$ cat config.mk
export PLATFORM = sky130hd
export DESIGN_NAME = region_to_rectangles_unit
export DESIGN_NICKNAME = d
export VERILOG_FILES = /design/src/sv/rtr_pkg.sv /design/src/sv/rtr_ram.sv /design/src/sv/region_to_rectangles_unit.sv
export SDC_FILE = /design/constraint.sdc
export NUM_CORES = 2
export LEC_CHECK = 0
export ABC_AREA = 1
export BUFFER_PORTS_ARGS = -buffer_cell sky130_fd_sc_hd__clkbuf_2
export CORE_MARGIN = 4
export CORE_UTILIZATION = 40
export CTS_BUF_LIST = sky130_fd_sc_hd__clkbuf_16
export DETAILED_ROUTE_END_ITERATION = 8
export GPL_TIMING_DRIVEN = 0
export SLEW_MARGIN = 10
export SYNTH_ARGS = -nofsm -noshare
export SYNTH_HDL_FRONTEND = slang
export SYNTH_SLANG_ARGS = --single-unit
$ cat constraint.sdc
create_clock -name clock -period 20.4 [get_ports clock]
set_input_delay 1.02 -clock clock [delete_from_list [all_inputs] [get_ports clock]]
set_output_delay 1.02 -clock clock [all_outputs]
set_load 0.02 [all_outputs]
$ cat src/sv/rtr_pkg.sv
package rtr_pkg;

   localparam int MAX_WIDTH_DEFAULT = 64;
   localparam logic signed [15:0] END_MARK = 16'sd32767;
   localparam int CSR_INDEX_WIDTH = 3;
   localparam int CSR_DATA_WIDTH = 16;

   localparam logic CMD_BEGIN = 1'b0;
   localparam logic CMD_DATA  = 1'b1;

   typedef enum logic [CSR_INDEX_WIDTH-1:0] {
      CSR_BBOX_LEFT   = 3'd0,
      CSR_BBOX_TOP    = 3'd1,
      CSR_BBOX_RIGHT  = 3'd2,
      CSR_BBOX_BOTTOM = 3'd3,
      CSR_PLAIN_RECT  = 3'd4
   } csr_index_type;

   typedef enum logic [1:0] {
      PHASE_LINE,
      PHASE_RUN_START,
      PHASE_RUN_END,
      PHASE_DONE
   } phase_type;

   typedef struct packed {
      logic               command;
      logic signed [15:0] data_word;
   } req_payload_type;

   typedef struct packed {
      logic signed [15:0] rect_x;
      logic signed [15:0] rect_y;
      logic [15:0]        rect_width;
      logic [15:0]        rect_height;
      logic               is_rect;
      logic               last;
      logic               region_end;
      logic               too_wide;
   } rsp_payload_type;

endpackage

$ cat src/sv/rtr_ram.sv
module rtr_ram #(
   parameter int WIDTH = 16,
   parameter int DEPTH = 64
) (
   input  logic                                  clock,
   input  logic                                  wr_en,
   input  logic [(DEPTH > 1 ? $clog2(DEPTH) : 1)-1:0] wr_addr,
   input  logic [WIDTH-1:0]                      wr_data,
   input  logic                                  rd_en,
   input  logic [(DEPTH > 1 ? $clog2(DEPTH) : 1)-1:0] rd_addr,
   output logic [WIDTH-1:0]                      rd_data
);

   logic [WIDTH-1:0] mem_ff [DEPTH];
   logic [WIDTH-1:0] rd_data_ff;

   always_ff @(posedge clock) begin
      if (wr_en) begin
         mem_ff[wr_addr] <= wr_data;
      end
      if (rd_en) begin
         rd_data_ff <= mem_ff[rd_addr];
      end
   end

   assign rd_data = rd_data_ff;

endmodule

$ cat src/sv/region_to_rectangles_unit.sv
// channel   ports                          payload            accepted when
// -------   ----------------------------   ----------------   --------------------
// request   req_valid req_stall req_payload  req_payload_type   req_valid & !req_stall
// response  rsp_valid rsp_stall rsp_payload  rsp_payload_type   rsp_valid & !rsp_stall
// csr       csr_write csr_index csr_data     bbox and plain     csr_write
//
// One transaction in flight. Data words are decoded and answered; a plain begin answers with
// the box, a too-wide begin with a status, and any other begin first sets each box column in
// the column-top RAM. A run (x2 word) walks its columns, closing a rectangle still open at
// its end; an empty run skips the walk. The walk is bound by the RAM write port.
// Reset is synchronous; no clearing pass, column tops are set by each begin.
// With rsp_stall high, a full response register holds the walk when a pending rectangle must enter it.
module region_to_rectangles_unit
   import rtr_pkg::*;
#(
   parameter int MAX_WIDTH = MAX_WIDTH_DEFAULT
) (
   input  logic                        clock,
   input  logic                        reset,
   input  logic                        req_valid,
   output logic                        req_stall,
   input  req_payload_type             req_payload,
   output logic                        rsp_valid,
   input  logic                        rsp_stall,
   output rsp_payload_type             rsp_payload,
   input  logic                        csr_write,
   input  logic [CSR_INDEX_WIDTH-1:0]  csr_index,
   input  logic [CSR_DATA_WIDTH-1:0]   csr_data
);

   localparam int AW = (MAX_WIDTH > 1) ? $clog2(MAX_WIDTH) : 1;
   localparam int CW = $clog2(MAX_WIDTH + 1);
   localparam logic [CW-1:0] MAX_CNT = CW'(MAX_WIDTH);
   localparam logic signed [16:0] MAX_S = 17'(MAX_WIDTH);

   typedef enum logic [2:0] {
      ST_IDLE,
      ST_DECODE,
      ST_FILL,
      ST_SETUP,
      ST_WALK,
      ST_CLOSE,
      ST_FINAL
   } state_type;

   state_type          state_ff;
   logic signed [15:0] left_ff, top_ff, right_ff, bottom_ff;
   logic               plain_ff;
   phase_type          phase_ff;
   logic               overflow_ff;
   logic signed [15:0] line_ff;
   logic signed [15:0] run_start_ff;
   logic               cmd_ff;
   logic signed [15:0] word_ff;
   logic [CW-1:0]      idx_ff;
   logic [CW-1:0]      hi_ff;
   logic               close_ff;
   logic signed [15:0] ctop_ff;
   logic [CW-1:0]      bx_ff;
   logic               pend_v_ff;
   rsp_payload_type    pend_ff;
   logic               rsp_valid_ff;
   rsp_payload_type    rsp_ff;

   logic               out_free;
   logic signed [16:0] box_width;
   logic signed [16:0] run_lo_d;
   logic signed [16:0] run_hi_d;
   logic [CW-1:0]      run_lo;
   logic [CW-1:0]      run_hi;
   logic [CW-1:0]      idx_inc;
   logic signed [15:0] rd_top;
   logic               merge;
   logic               rect_done;
   logic               blocked;
   logic               rsp_load;
   rsp_payload_type    new_rect;
   rsp_payload_type    status;
   rsp_payload_type    box_rect;
   rsp_payload_type    pend_last;

   logic               mem_wr_en;
   logic [AW-1:0]      mem_wr_addr;
   logic [15:0]        mem_wr_data;
   logic               mem_rd_en;
   logic [AW-1:0]      mem_rd_addr;
   logic [15:0]        mem_rd_data;

   function automatic logic [CW-1:0] clamp_col(logic signed [16:0] d);
      logic [CW-1:0] r;
      if (d < 0) begin
         r = '0;
      end else if (d > MAX_S) begin
         r = MAX_CNT;
      end else begin
         r = d[CW-1:0];
      end
      return r;
   endfunction

   rtr_ram #(
      .WIDTH (16),
      .DEPTH (MAX_WIDTH)
   ) u_column_top (
      .clock   (clock),
      .wr_en   (mem_wr_en),
      .wr_addr (mem_wr_addr),
      .wr_data (mem_wr_data),
      .rd_en   (mem_rd_en),
      .rd_addr (mem_rd_addr),
      .rd_data (mem_rd_data)
   );

   always_comb begin
      out_free  = !rsp_valid_ff || !rsp_stall;
      box_width = {right_ff[15], right_ff} - {left_ff[15], left_ff};
      run_lo_d  = {run_start_ff[15], run_start_ff} - {left_ff[15], left_ff};
      run_hi_d  = {word_ff[15], word_ff} - {left_ff[15], left_ff};
      run_lo    = clamp_col(run_lo_d);
      run_hi    = clamp_col(run_hi_d);
      idx_inc   = idx_ff + 1'b1;
      rd_top    = mem_rd_data;
      merge     = close_ff && (rd_top == ctop_ff);
      rect_done = ((state_ff == ST_WALK) && close_ff && !merge) ||
                  ((state_ff == ST_CLOSE) && close_ff);
      blocked   = rect_done && pend_v_ff && !out_free;

      new_rect             = '0;
      new_rect.rect_x      = left_ff + 16'(bx_ff);
      new_rect.rect_y      = ctop_ff;
      new_rect.rect_width  = 16'(idx_ff - bx_ff);
      new_rect.rect_height = line_ff - ctop_ff;
      new_rect.is_rect     = 1'b1;

      pend_last      = pend_ff;
      pend_last.last = 1'b1;

      status            = '0;
      status.last       = 1'b1;
      status.region_end = (phase_ff == PHASE_DONE);
      status.too_wide   = overflow_ff;

      box_rect             = '0;
      box_rect.rect_x      = left_ff;
      box_rect.rect_y      = top_ff;
      box_rect.rect_width  = 16'(right_ff - left_ff);
      box_rect.rect_height = 16'(bottom_ff - top_ff);
      box_rect.is_rect     = 1'b1;
      box_rect.last        = 1'b1;
      box_rect.region_end  = 1'b1;

      rsp_load    = 1'b0;
      mem_wr_en   = 1'b0;
      mem_wr_addr = idx_ff[AW-1:0];
      mem_wr_data = END_MARK;
      mem_rd_en   = 1'b0;
      mem_rd_addr = idx_inc[AW-1:0];
      case (state_ff)
         ST_DECODE: begin
            rsp_load = (cmd_ff == CMD_BEGIN) && plain_ff && out_free;
         end
         ST_FILL: begin
            mem_wr_en = (idx_ff != hi_ff);
         end
         ST_SETUP: begin
            mem_rd_en   = (run_lo < run_hi);
            mem_rd_addr = run_lo[AW-1:0];
         end
         ST_WALK: begin
            mem_wr_en   = !blocked;
            mem_wr_data = (merge || (rd_top < line_ff)) ? END_MARK : line_ff;
            mem_rd_en   = !blocked && (idx_inc != hi_ff);
            rsp_load    = rect_done && !blocked && pend_v_ff;
         end
         ST_CLOSE: begin
            rsp_load = close_ff && !blocked && pend_v_ff;
         end
         ST_FINAL: begin
            rsp_load = out_free;
         end
         default: begin
         end
      endcase
   end

   always_ff @(posedge clock) begin
      if (reset) begin
         state_ff     <= ST_IDLE;
         left_ff      <= '0;
         top_ff       <= '0;
         right_ff     <= '0;
         bottom_ff    <= '0;
         plain_ff     <= 1'b0;
         phase_ff     <= PHASE_LINE;
         overflow_ff  <= 1'b0;
         line_ff      <= '0;
         run_start_ff <= '0;
         close_ff     <= 1'b0;
         pend_v_ff    <= 1'b0;
         rsp_valid_ff <= 1'b0;
      end else begin
         if (csr_write) begin
            case (csr_index)
               CSR_BBOX_LEFT:   left_ff   <= csr_data;
               CSR_BBOX_TOP:    top_ff    <= csr_data;
               CSR_BBOX_RIGHT:  right_ff  <= csr_data;
               CSR_BBOX_BOTTOM: bottom_ff <= csr_data;
               CSR_PLAIN_RECT:  plain_ff  <= csr_data[0];
               default: begin
               end
            endcase
         end

         if (rsp_load) begin
            rsp_valid_ff <= 1'b1;
         end else if (!rsp_stall) begin
            rsp_valid_ff <= 1'b0;
         end

         case (state_ff)
            ST_IDLE: begin
               if (req_valid) begin
                  cmd_ff   <= req_payload.command;
                  word_ff  <= req_payload.data_word;
                  state_ff <= ST_DECODE;
               end
            end
            ST_DECODE: begin
               pend_v_ff <= 1'b0;
               close_ff  <= 1'b0;
               if (cmd_ff == CMD_BEGIN) begin
                  if (plain_ff) begin
                     if (out_free) begin
                        overflow_ff  <= 1'b0;
                        phase_ff     <= PHASE_DONE;
                        rsp_ff       <= box_rect;
                        state_ff     <= ST_IDLE;
                     end
                  end else begin
                     phase_ff <= PHASE_LINE;
                     if (box_width > MAX_S) begin
                        overflow_ff <= 1'b1;
                        state_ff    <= ST_FINAL;
                     end else begin
                        overflow_ff <= 1'b0;
                        idx_ff      <= '0;
                        hi_ff       <= clamp_col(box_width);
                        state_ff    <= ST_FILL;
                     end
                  end
               end else if (overflow_ff) begin
                  state_ff <= ST_FINAL;
               end else begin
                  state_ff <= ST_FINAL;
                  case (phase_ff)
                     PHASE_LINE: begin
                        if (word_ff == END_MARK) begin
                           phase_ff <= PHASE_DONE;
                        end else begin
                           line_ff  <= word_ff;
                           phase_ff <= PHASE_RUN_START;
                        end
                     end
                     PHASE_RUN_START: begin
                        if (word_ff == END_MARK) begin
                           phase_ff <= PHASE_LINE;
                        end else begin
                           run_start_ff <= word_ff;
                           phase_ff     <= PHASE_RUN_END;
                        end
                     end
                     PHASE_RUN_END: begin
                        phase_ff <= PHASE_RUN_START;
                        state_ff <= ST_SETUP;
                     end
                     default: begin
                     end
                  endcase
               end
            end
            ST_FILL: begin
               if (idx_ff == hi_ff) begin
                  state_ff <= ST_FINAL;
               end else begin
                  idx_ff <= idx_inc;
               end
            end
            ST_SETUP: begin
               idx_ff <= run_lo;
               hi_ff  <= run_hi;
               if (run_lo < run_hi) begin
                  state_ff <= ST_WALK;
               end else begin
                  state_ff <= ST_FINAL;
               end
            end
            ST_WALK: begin
               if (!blocked) begin
                  if (rect_done) begin
                     if (pend_v_ff) begin
                        rsp_ff <= pend_ff;
                     end
                     pend_ff   <= new_rect;
                     pend_v_ff <= 1'b1;
                  end
                  if (!merge) begin
                     if (rd_top < line_ff) begin
                        close_ff <= 1'b1;
                        ctop_ff  <= rd_top;
                        bx_ff    <= idx_ff;
                     end else begin
                        close_ff <= 1'b0;
                     end
                  end
                  idx_ff <= idx_inc;
                  if (idx_inc == hi_ff) begin
                     state_ff <= ST_CLOSE;
                  end
               end
            end
            ST_CLOSE: begin
               if (!close_ff) begin
                  state_ff <= ST_FINAL;
               end else if (!blocked) begin
                  if (pend_v_ff) begin
                     rsp_ff <= pend_ff;
                  end
                  pend_ff   <= new_rect;
                  pend_v_ff <= 1'b1;
                  close_ff  <= 1'b0;
               end
            end
            ST_FINAL: begin
               if (out_free) begin
                  if (pend_v_ff) begin
                     rsp_ff <= pend_last;
                  end else begin
                     rsp_ff <= status;
                  end
                  pend_v_ff <= 1'b0;
                  state_ff  <= ST_IDLE;
               end
            end
            default: begin
               state_ff <= ST_IDLE;
            end
         endcase
      end
   end

   assign req_stall   = (state_ff != ST_IDLE);
   assign rsp_valid   = rsp_valid_ff;
   assign rsp_payload = rsp_ff;

   a_accept_decodes: assert property (@(posedge clock) disable iff (reset)
      req_valid && !req_stall |=> state_ff == ST_DECODE)
      else $error("accepted transaction not decoded");

   a_idle_clean: assert property (@(posedge clock) disable iff (reset)
      state_ff == ST_IDLE |-> !pend_v_ff && !close_ff)
      else $error("rectangle left pending at idle");

   a_walk_range: assert property (@(posedge clock) disable iff (reset)
      state_ff == ST_WALK |-> idx_ff < hi_ff)
      else $error("walk column out of run");

   a_fill_range: assert property (@(posedge clock) disable iff (reset)
      state_ff == ST_FILL |-> idx_ff <= hi_ff)
      else $error("fill index past column count");

endmodule

# Yosys cells after proc, flatten, opt, wreduce, memory -nomap -nowiden

Memories as Yosys holds them, arrays and structs flattened. A register that Yosys moved wholly into a read port is not among the register bits.
Cells that the tools add are included.

Bits in read-only memories: 0
Memory bits (writable): 1024
Register bits after elaboration: 296
Bits in latches: 0
Memories kept: 1

Memories:

| name                | words | width | read ports | clocked after memory_dff | wr ports | RTL line      | RTL |
|---|---|---|---|---|---|---|---|
| u_column_top.mem_ff | 64    | 16    | 1          | 1                        | 1        | rtr_ram.sv:14 | `logic [WIDTH-1:0] mem_ff [DEPTH];` |

$mul: 0
Shift-type cells: 0
Mux-type cells: 75
Add/subtract/negate cells: 9
Magnitude comparators: 8
Reductions and logical operators: 48
Div/mod/pow operators: 0
Bitwise logic cells: 6
Equal/unequal tests: 40

Operators with widths:

| cell                   | number |
|---|---|
| $mux W68               | 14 |
| $pmux W68 S4           | 1 |
| $pmux W68 S2           | 1 |
| $mux W7                | 13 |
| $gt A17 B8 Y1 const B  | 3 |
| $lt A17 B1 Y1 const B  | 3 |
| $sub A16 B16 Y17       | 3 |
| $sub A16 B16 Y16       | 3 |
| $mux W3                | 11 |
| $mux W16               | 2 |
| $ne A2 B2 Y1 const B   | 16 |
| $pmux W7 S4            | 1 |
| $reduce_and A5 Y1      | 5 |
| $pmux W3 S7            | 1 |
| $add A16 B7 Y16        | 1 |
| $eq A16 B16 Y1         | 1 |
| $eq A16 B16 Y1 const B | 1 |
| $lt A16 B16 Y1         | 1 |
| $mux W1                | 16 |
| $eq A7 B7 Y1           | 2 |
| $mux W2                | 7 |
| $ne A7 B7 Y1           | 2 |
| $pmux W7 S2            | 1 |
| $logic_and A1 B1 Y1    | 13 |
| other kinds (30)       | 64 |

# Longest topological paths before layout

Depth after elaboration: 12
Mapped depth: 28

# Hierarchy

A second synthesis with hierarchy kept.

Cells, all modules: 5524
Area, all modules: 58896.5 sq um

Modules (own cells, without submodules):

| module                    | times used | cells an instance | sequential area each (sq um) | area each (sq um) |
|---|---|---|---|---|
| rtr_ram                   | 1          | 3534              | 31230.0                      | 42300.6 |
| region_to_rectangles_unit | 1          | 1990              | 7467.2                       | 16595.9 |

# Worst setup path after synthesis

OpenSTA, ideal clock, no wires.

Path kind: reg-to-reg
From: register u_column_top.rd_data_ff[1] (netlist: u_column_top.rd_data[1]), read port of u_column_top.mem_ff
To: register rsp_ff, in the netlist rsp_payload[0], enable pin
Setup time: 662 ps
Data arrival time: 7986 ps
Cell stages (with the launch flop): 14
Slack: 11752 ps
Path through: edfxtp_1 -> inv_1 -> nor2_1 -> nor4_1 -> nand4_1 -> nor2_1 -> nand4_1 -> nand2_1 -> nor2_1 -> nand2_1 -> nor2_1 -> inv_1 -> nand3_1 -> nor4_1

Longest elaborated chain between the ends: 9
Elaborated cells between the ends (all ways): 11
Classes of those cells: eq/ne (4); reduce/logical (7)

RTL lines:

| element                                 | RTL line                         | RTL |
|---|---|---|
| from (decl)                             | rtr_ram.sv:15                    | `logic [WIDTH-1:0] rd_data_ff;` |
| $eq A16 B16 Y1 (*)                      | region_to_rectangles_unit.sv:123 | `merge = close_ff && (rd_top == ctop_ff);` |
| $logic_and A1 B1 Y1 (*)                 | region_to_rectangles_unit.sv:123 |  |
| $logic_not A1 Y1 (*)                    | n/a                              |  |
| $logic_and A1 B1 Y1 (*)                 | region_to_rectangles_unit.sv:124 | `rect_done = ((state_ff == ST_WALK) && close_ff && !merge) \|\|` |
| $logic_or A1 B1 Y1 (*)                  | region_to_rectangles_unit.sv:124 |  |
| $logic_and A1 B1 Y1 (2 in a row)        | region_to_rectangles_unit.sv:126 | `blocked = rect_done && pend_v_ff && !out_free;` |
| $ne A2 B2 Y1 (no source line)           | n/a                              |  |
| $reduce_and A10 Y1 (no source line) (*) | n/a                              |  |
| to (signal assigned)                    | region_to_rectangles_unit.sv:236 | `rsp_ff <= box_rect;` |
| to (signal assigned)                    | region_to_rectangles_unit.sv:301 | `rsp_ff <= pend_ff;` |
| to (signal assigned)                    | region_to_rectangles_unit.sv:326 | `rsp_ff <= pend_ff;` |
| to (decl)                               | region_to_rectangles_unit.sv:63  | `rsp_payload_type rsp_ff;` |

Mark *: on every way between the ends. The rest lies on a longest branch, timed or not.
A chain may end at the register's enable or synchronous reset.

# Final worst setup path

From: register left_ff[0]
To: register u_column_top.rd_data_ff[11] (netlist: u_column_top.rd_data[11]), read port of u_column_top.mem_ff, data pin

Longest elaborated chain between the ends: 6
Elaborated cells between the ends (all ways): 13
Classes of those cells: add/sub (2); order compare (5); mux (6)

RTL lines:

| element                             | RTL line                                                           | RTL |
|---|---|---|
| from (decl)                         | region_to_rectangles_unit.sv:47                                    | `logic signed [15:0] left_ff, top_ff, right_ff, bottom_ff;` |
| from (signal assigned)              | region_to_rectangles_unit.sv:204                                   | `CSR_BBOX_LEFT: left_ff <= csr_data;` |
| $sub A16 B16 Y17 (on tied branches) | region_to_rectangles_unit.sv:117, region_to_rectangles_unit.sv:118 |  |
| $gt A17 B8 Y1                       | region_to_rectangles_unit.sv:93                                    | `end else if (d > MAX_S) begin` |
| $mux W7                             | region_to_rectangles_unit.sv:93                                    |  |
| $mux W7                             | region_to_rectangles_unit.sv:91                                    | `if (d < 0) begin` |
| $lt A7 B7 Y1                        | region_to_rectangles_unit.sv:166                                   | `mem_rd_en = (run_lo < run_hi);` |
| $pmux W1 S2                         | region_to_rectangles_unit.sv:158                                   | `case (state_ff)` |

Parallel ways exist; a longest one is shown, timed or not.

==> run summary <==
Unrepaired setup endpoints after global routing - false
Root buf cell - clkbuf_16
Post-CTS Setup Bufs - 0
Overall track demand over capacity in global routing - 23.0%
CP max stage cell - nand2_2
Multi-input gate area - 18100 µm²
Initial antenna violation count - 5
CTS Buffer Depth - 3
Detail Placement HPWL - 136000 µm
Mapped Nets - 6373
Crit share post-route - 26.9%
Hold Fails Final Rpt - 0
Cell mode on critical path - nand2_1
Number of global-route vias before repair - 43000
Final wirelength - 190000 µm
Cell count of the worst hold path - 1
Post-Syn Area per Cell - 9.97 µm²
FMAX - 182 MHz
Fill count - 14400
Clock sink count - 1324
Hold-fix buffers, CTS - 0
Crit path buf inv count - 4
Flop2flop setup slack - 14.90 ns
Reg2reg path depth - 24
Largest net degree at the start of global routing - 65
Clock slew at reported path FFs - 0.06 ns
H-tree depth - 4
Via density - 5.25
Worst EP arrival - 5.98 ns
WL/cell - 21.8 µm
Reg2reg end - u_column_top.rd_data[11]$_DFFE_PP_
I/O pin total - 111
Cts bufs inserted - 142
Worst Path Max Fanout - 10
DR pass1 iterations - 8
Clock Skew - 0.0285 ns
Max Cap Viol - 0
Crit end category - register
Max IR drop VDD - 0.0947 mV
Die H - 401 µm
Syn Inst Count - 6206
Worst endpoint required time - 20.89 ns
Sequential share of the synthesized area - 62.5%
Top cell family by delay on the critical path - simple AND/OR/NAND/NOR gates
Final RePlAce weighted congestion - 0.936
Status - complete, no violations
Yosys reg bits - 1324
Starting density of the core - 40.2%
Max-slew violations - 0
Yosys Warn Count - 0
Area of placed instances - 66300 µm²
Slew HR - 17.4%
TNS Setup - 0 ns
Hold Crit Endpoint - word_ff[6]$_DFFE_PP_
Drc violations - 0
Hold Startpoint - req_payload[6]
Post_cts resized - 0
DIE WIDTH - 401 µm
P&R area growth vs syn - 14.4%
TritonCTS clock tree - done
Leak - 0.0289 µW
Biggest register - u_column_top.mem_ff
Via count - 45600
# port buffers - 110
Layout cell share with drive strength beyond 1 - 9.51%
Post-Syn Area - 61900 µm²
First-pass GRT wire length - 277000 µm
Core area - 154000 µm²
Tmin final - 5.50 ns
Worst-Skew Late Latency - 0.79 ns
Total area of sequential cells - 38700 µm²
Final Cell Area - 70800 µm²
Max FFs per register - 1024
FP Rows - 144
Power density over cell area - 117 nW/µm²
Reg2reg start - left_ff[0]$_SDFFE_PP0P_
CP Launch Type - register
Final setup fails - 0
Grt total ovfl - 0
Yosys cell types - 49
Die ar. - 161000 µm²
DRT antenna net count - 0
Worst path cell trace - ha_1 -> fa_1 -> inv_1 -> nand3_1 -> nand2_1 -> nand2_1 -> nand3_1 -> nand2_1 -> nand2_1 -> nand2_1 -> nand2_1 -> inv_1 -> nor2_1 -> nand4_2 -> nand2_2 -> buf_4 -> buf_2 -> nand2_1 -> nand3_1 -> nand3_1 -> nand3_1 -> nand3_1 -> nand3_1 -> nand2_1
Kind of critical path - register to register
CP max stage delay - 0.51 ns
Nets@finish - 6694
Detailed Route Iter0 Violations - 4722
Slew @ Worst Pin - 1.24 ns
Worst Hold Class - input port to register
worst max path at each step:
stage | from | endpoint | slack, ns | depth (start not counted)
6_report | left_ff[0]$_SDFFE_PP0P_ | u_column_top.rd_data[11]$_DFFE_PP_ | 14.90 | 24
5_1_grt | left_ff[1]$_SDFFE_PP0P_ | u_column_top.rd_data[11]$_DFFE_PP_ | 14.72 | 23
4_1_cts | left_ff[0]$_SDFFE_PP0P_ | u_column_top.rd_data[11]$_DFFE_PP_ | 15.03 | 24
3_5_place_dp | left_ff[0]$_SDFFE_PP0P_ | u_column_top.rd_data[11]$_DFFE_PP_ | 15.05 | 24
3_3_place_gp | ctop_ff[9]$_DFFE_PP_ | rsp_payload[29]$_DFFE_PP_ | 8.80 | 13
2_1_floorplan | u_column_top.rd_data[1]$_DFFE_PP_ | rsp_payload[0]$_DFFE_PP_ | 11.75 | 13
layout by cell type, fill, tap and decap left out, types with 9 or more instances in the layout:
master and count:
buf_8 26, nand3_1 1151, xnor2_1 28, nor2_1 162, nand2_1 1187, buf_1 37, clkinv_2 19, edfxtp_1 1218
clkbuf_2 110, nand3b_1 169, nor3_1 18, xor2_1 59, nand4_1 30, clkbuf_16 145, bufinv_16 12, o21ai_0 206
clkinv_1 32, o21bai_1 13, inv_1 1112, nor4_1 9, a21oi_1 174, buf_4 28, clkbuf_1 103, dfxtp_1 106
a22o_1 11, ha_1 119, nor2_2 60, buf_2 149, nand2_4 15
stage by stage:
step	util (%)	setup slack, ns	instances	hold WS (ns)	total power (µW)
floorplan	-	11.75	6206	0.426	4740
global placement	42.2	8.80	8360	0.439	5740
detailed placement	43.1	15.05	8427	0.441	5790
CTS	46.0	15.03	8678	0.376	8300
global route	46.0	14.72	8678	0.389	8650
finish	46.0	14.90	8681	0.423	8300
worst reg2reg max path, delay by kind of cell (launching register included):
family / cells / cell delay [ns]
buffers and inverters: 4 / 0.87
adder cells (fa/ha/maj): 2 / 0.70
flip-flops: 1 / 0.47
AND/OR/NAND/NOR: 18 / 3.18
cells in the mapped netlist, drive strengths merged:
master   number  area [µm²]
a211oi        8        60.1
a21boi        4        30.0
a21o          6        45.0
a21oi       174         871
a221oi        2        17.5
a22o         11        96.3
a31oi         5        31.3
and2          2        12.5
and3          1        6.26
buf         192         942
clkbuf      103         387
clkinv        2        7.51
dfxtp       106        2120
edfxtp     1218       36600
fa            7         140
ha          119        1490
inv        1089        4090
nand2      1206        4540
nand3      1151        5760
nand3b      169        1270
nand4        31         200
nor2        224         853
nor3         19        95.1
nor3b         2        15.0
nor4         16         100
o2111a        1        11.3
o2111ai       2        17.5
o211ai        6        45.0
o21a          1        7.51
o21ai       210        1060
o21bai       13        97.6
o221ai        2        17.5
o22ai         4        25.0
o31ai         4        30.0
or2           7        43.8
or3           1        6.26
or4           1        7.51
xnor2        28         245
xor2         59         517
cells by family (layout without fill, tap and decap cells):
| kind of cell | count (synthesis) | count (layout) | synth area share (%) |
|---|---|---|---|
| AOI/OAI and AO/OA | 453 | 453 | 3.98 |
| xor gates and xnor gates | 87 | 87 | 1.23 |
| adders and majority gates | 126 | 126 | 2.63 |
| buffers and inverters | 1386 | 1814 | 8.76 |
| DFF | 1324 | 1324 | 62.5 |
| other | 0 | 3 | 0 |
| and+or+nand+nor | 2830 | 2830 | 20.9 |
layer usage:
metal | GRT usage [%] | vias to the layer above | routed length [µm]
met5 | 0 | - | 0
met4 | 10.0 | 0 | 8710
met2 | 36.0 | 2020 | 84800
li1 | - | 21400 | -
met3 | 4.08 | 409 | 16200
met1 | 31.5 | 21800 | 79800
power by group:
part           internal (µW)  total [µW]  switching [µW]
combinational            663        2550            1880
sequential              3180        3230            50.8
clock                   1440        2530            1080
total                   5280        8300            3020
area by class of cell:
type	count	area share, %
inverter	1091	5.79
clock buffer	145	5.13
sequential	1324	54.7
tap	2044	3.61
antenna	3	0.0106
timing repair buffer	177	2.12
multi-input combinational	3496	25.5
buffer	295	1.88
clock inverter	106	1.26
(Power assumes the default switching activity.)
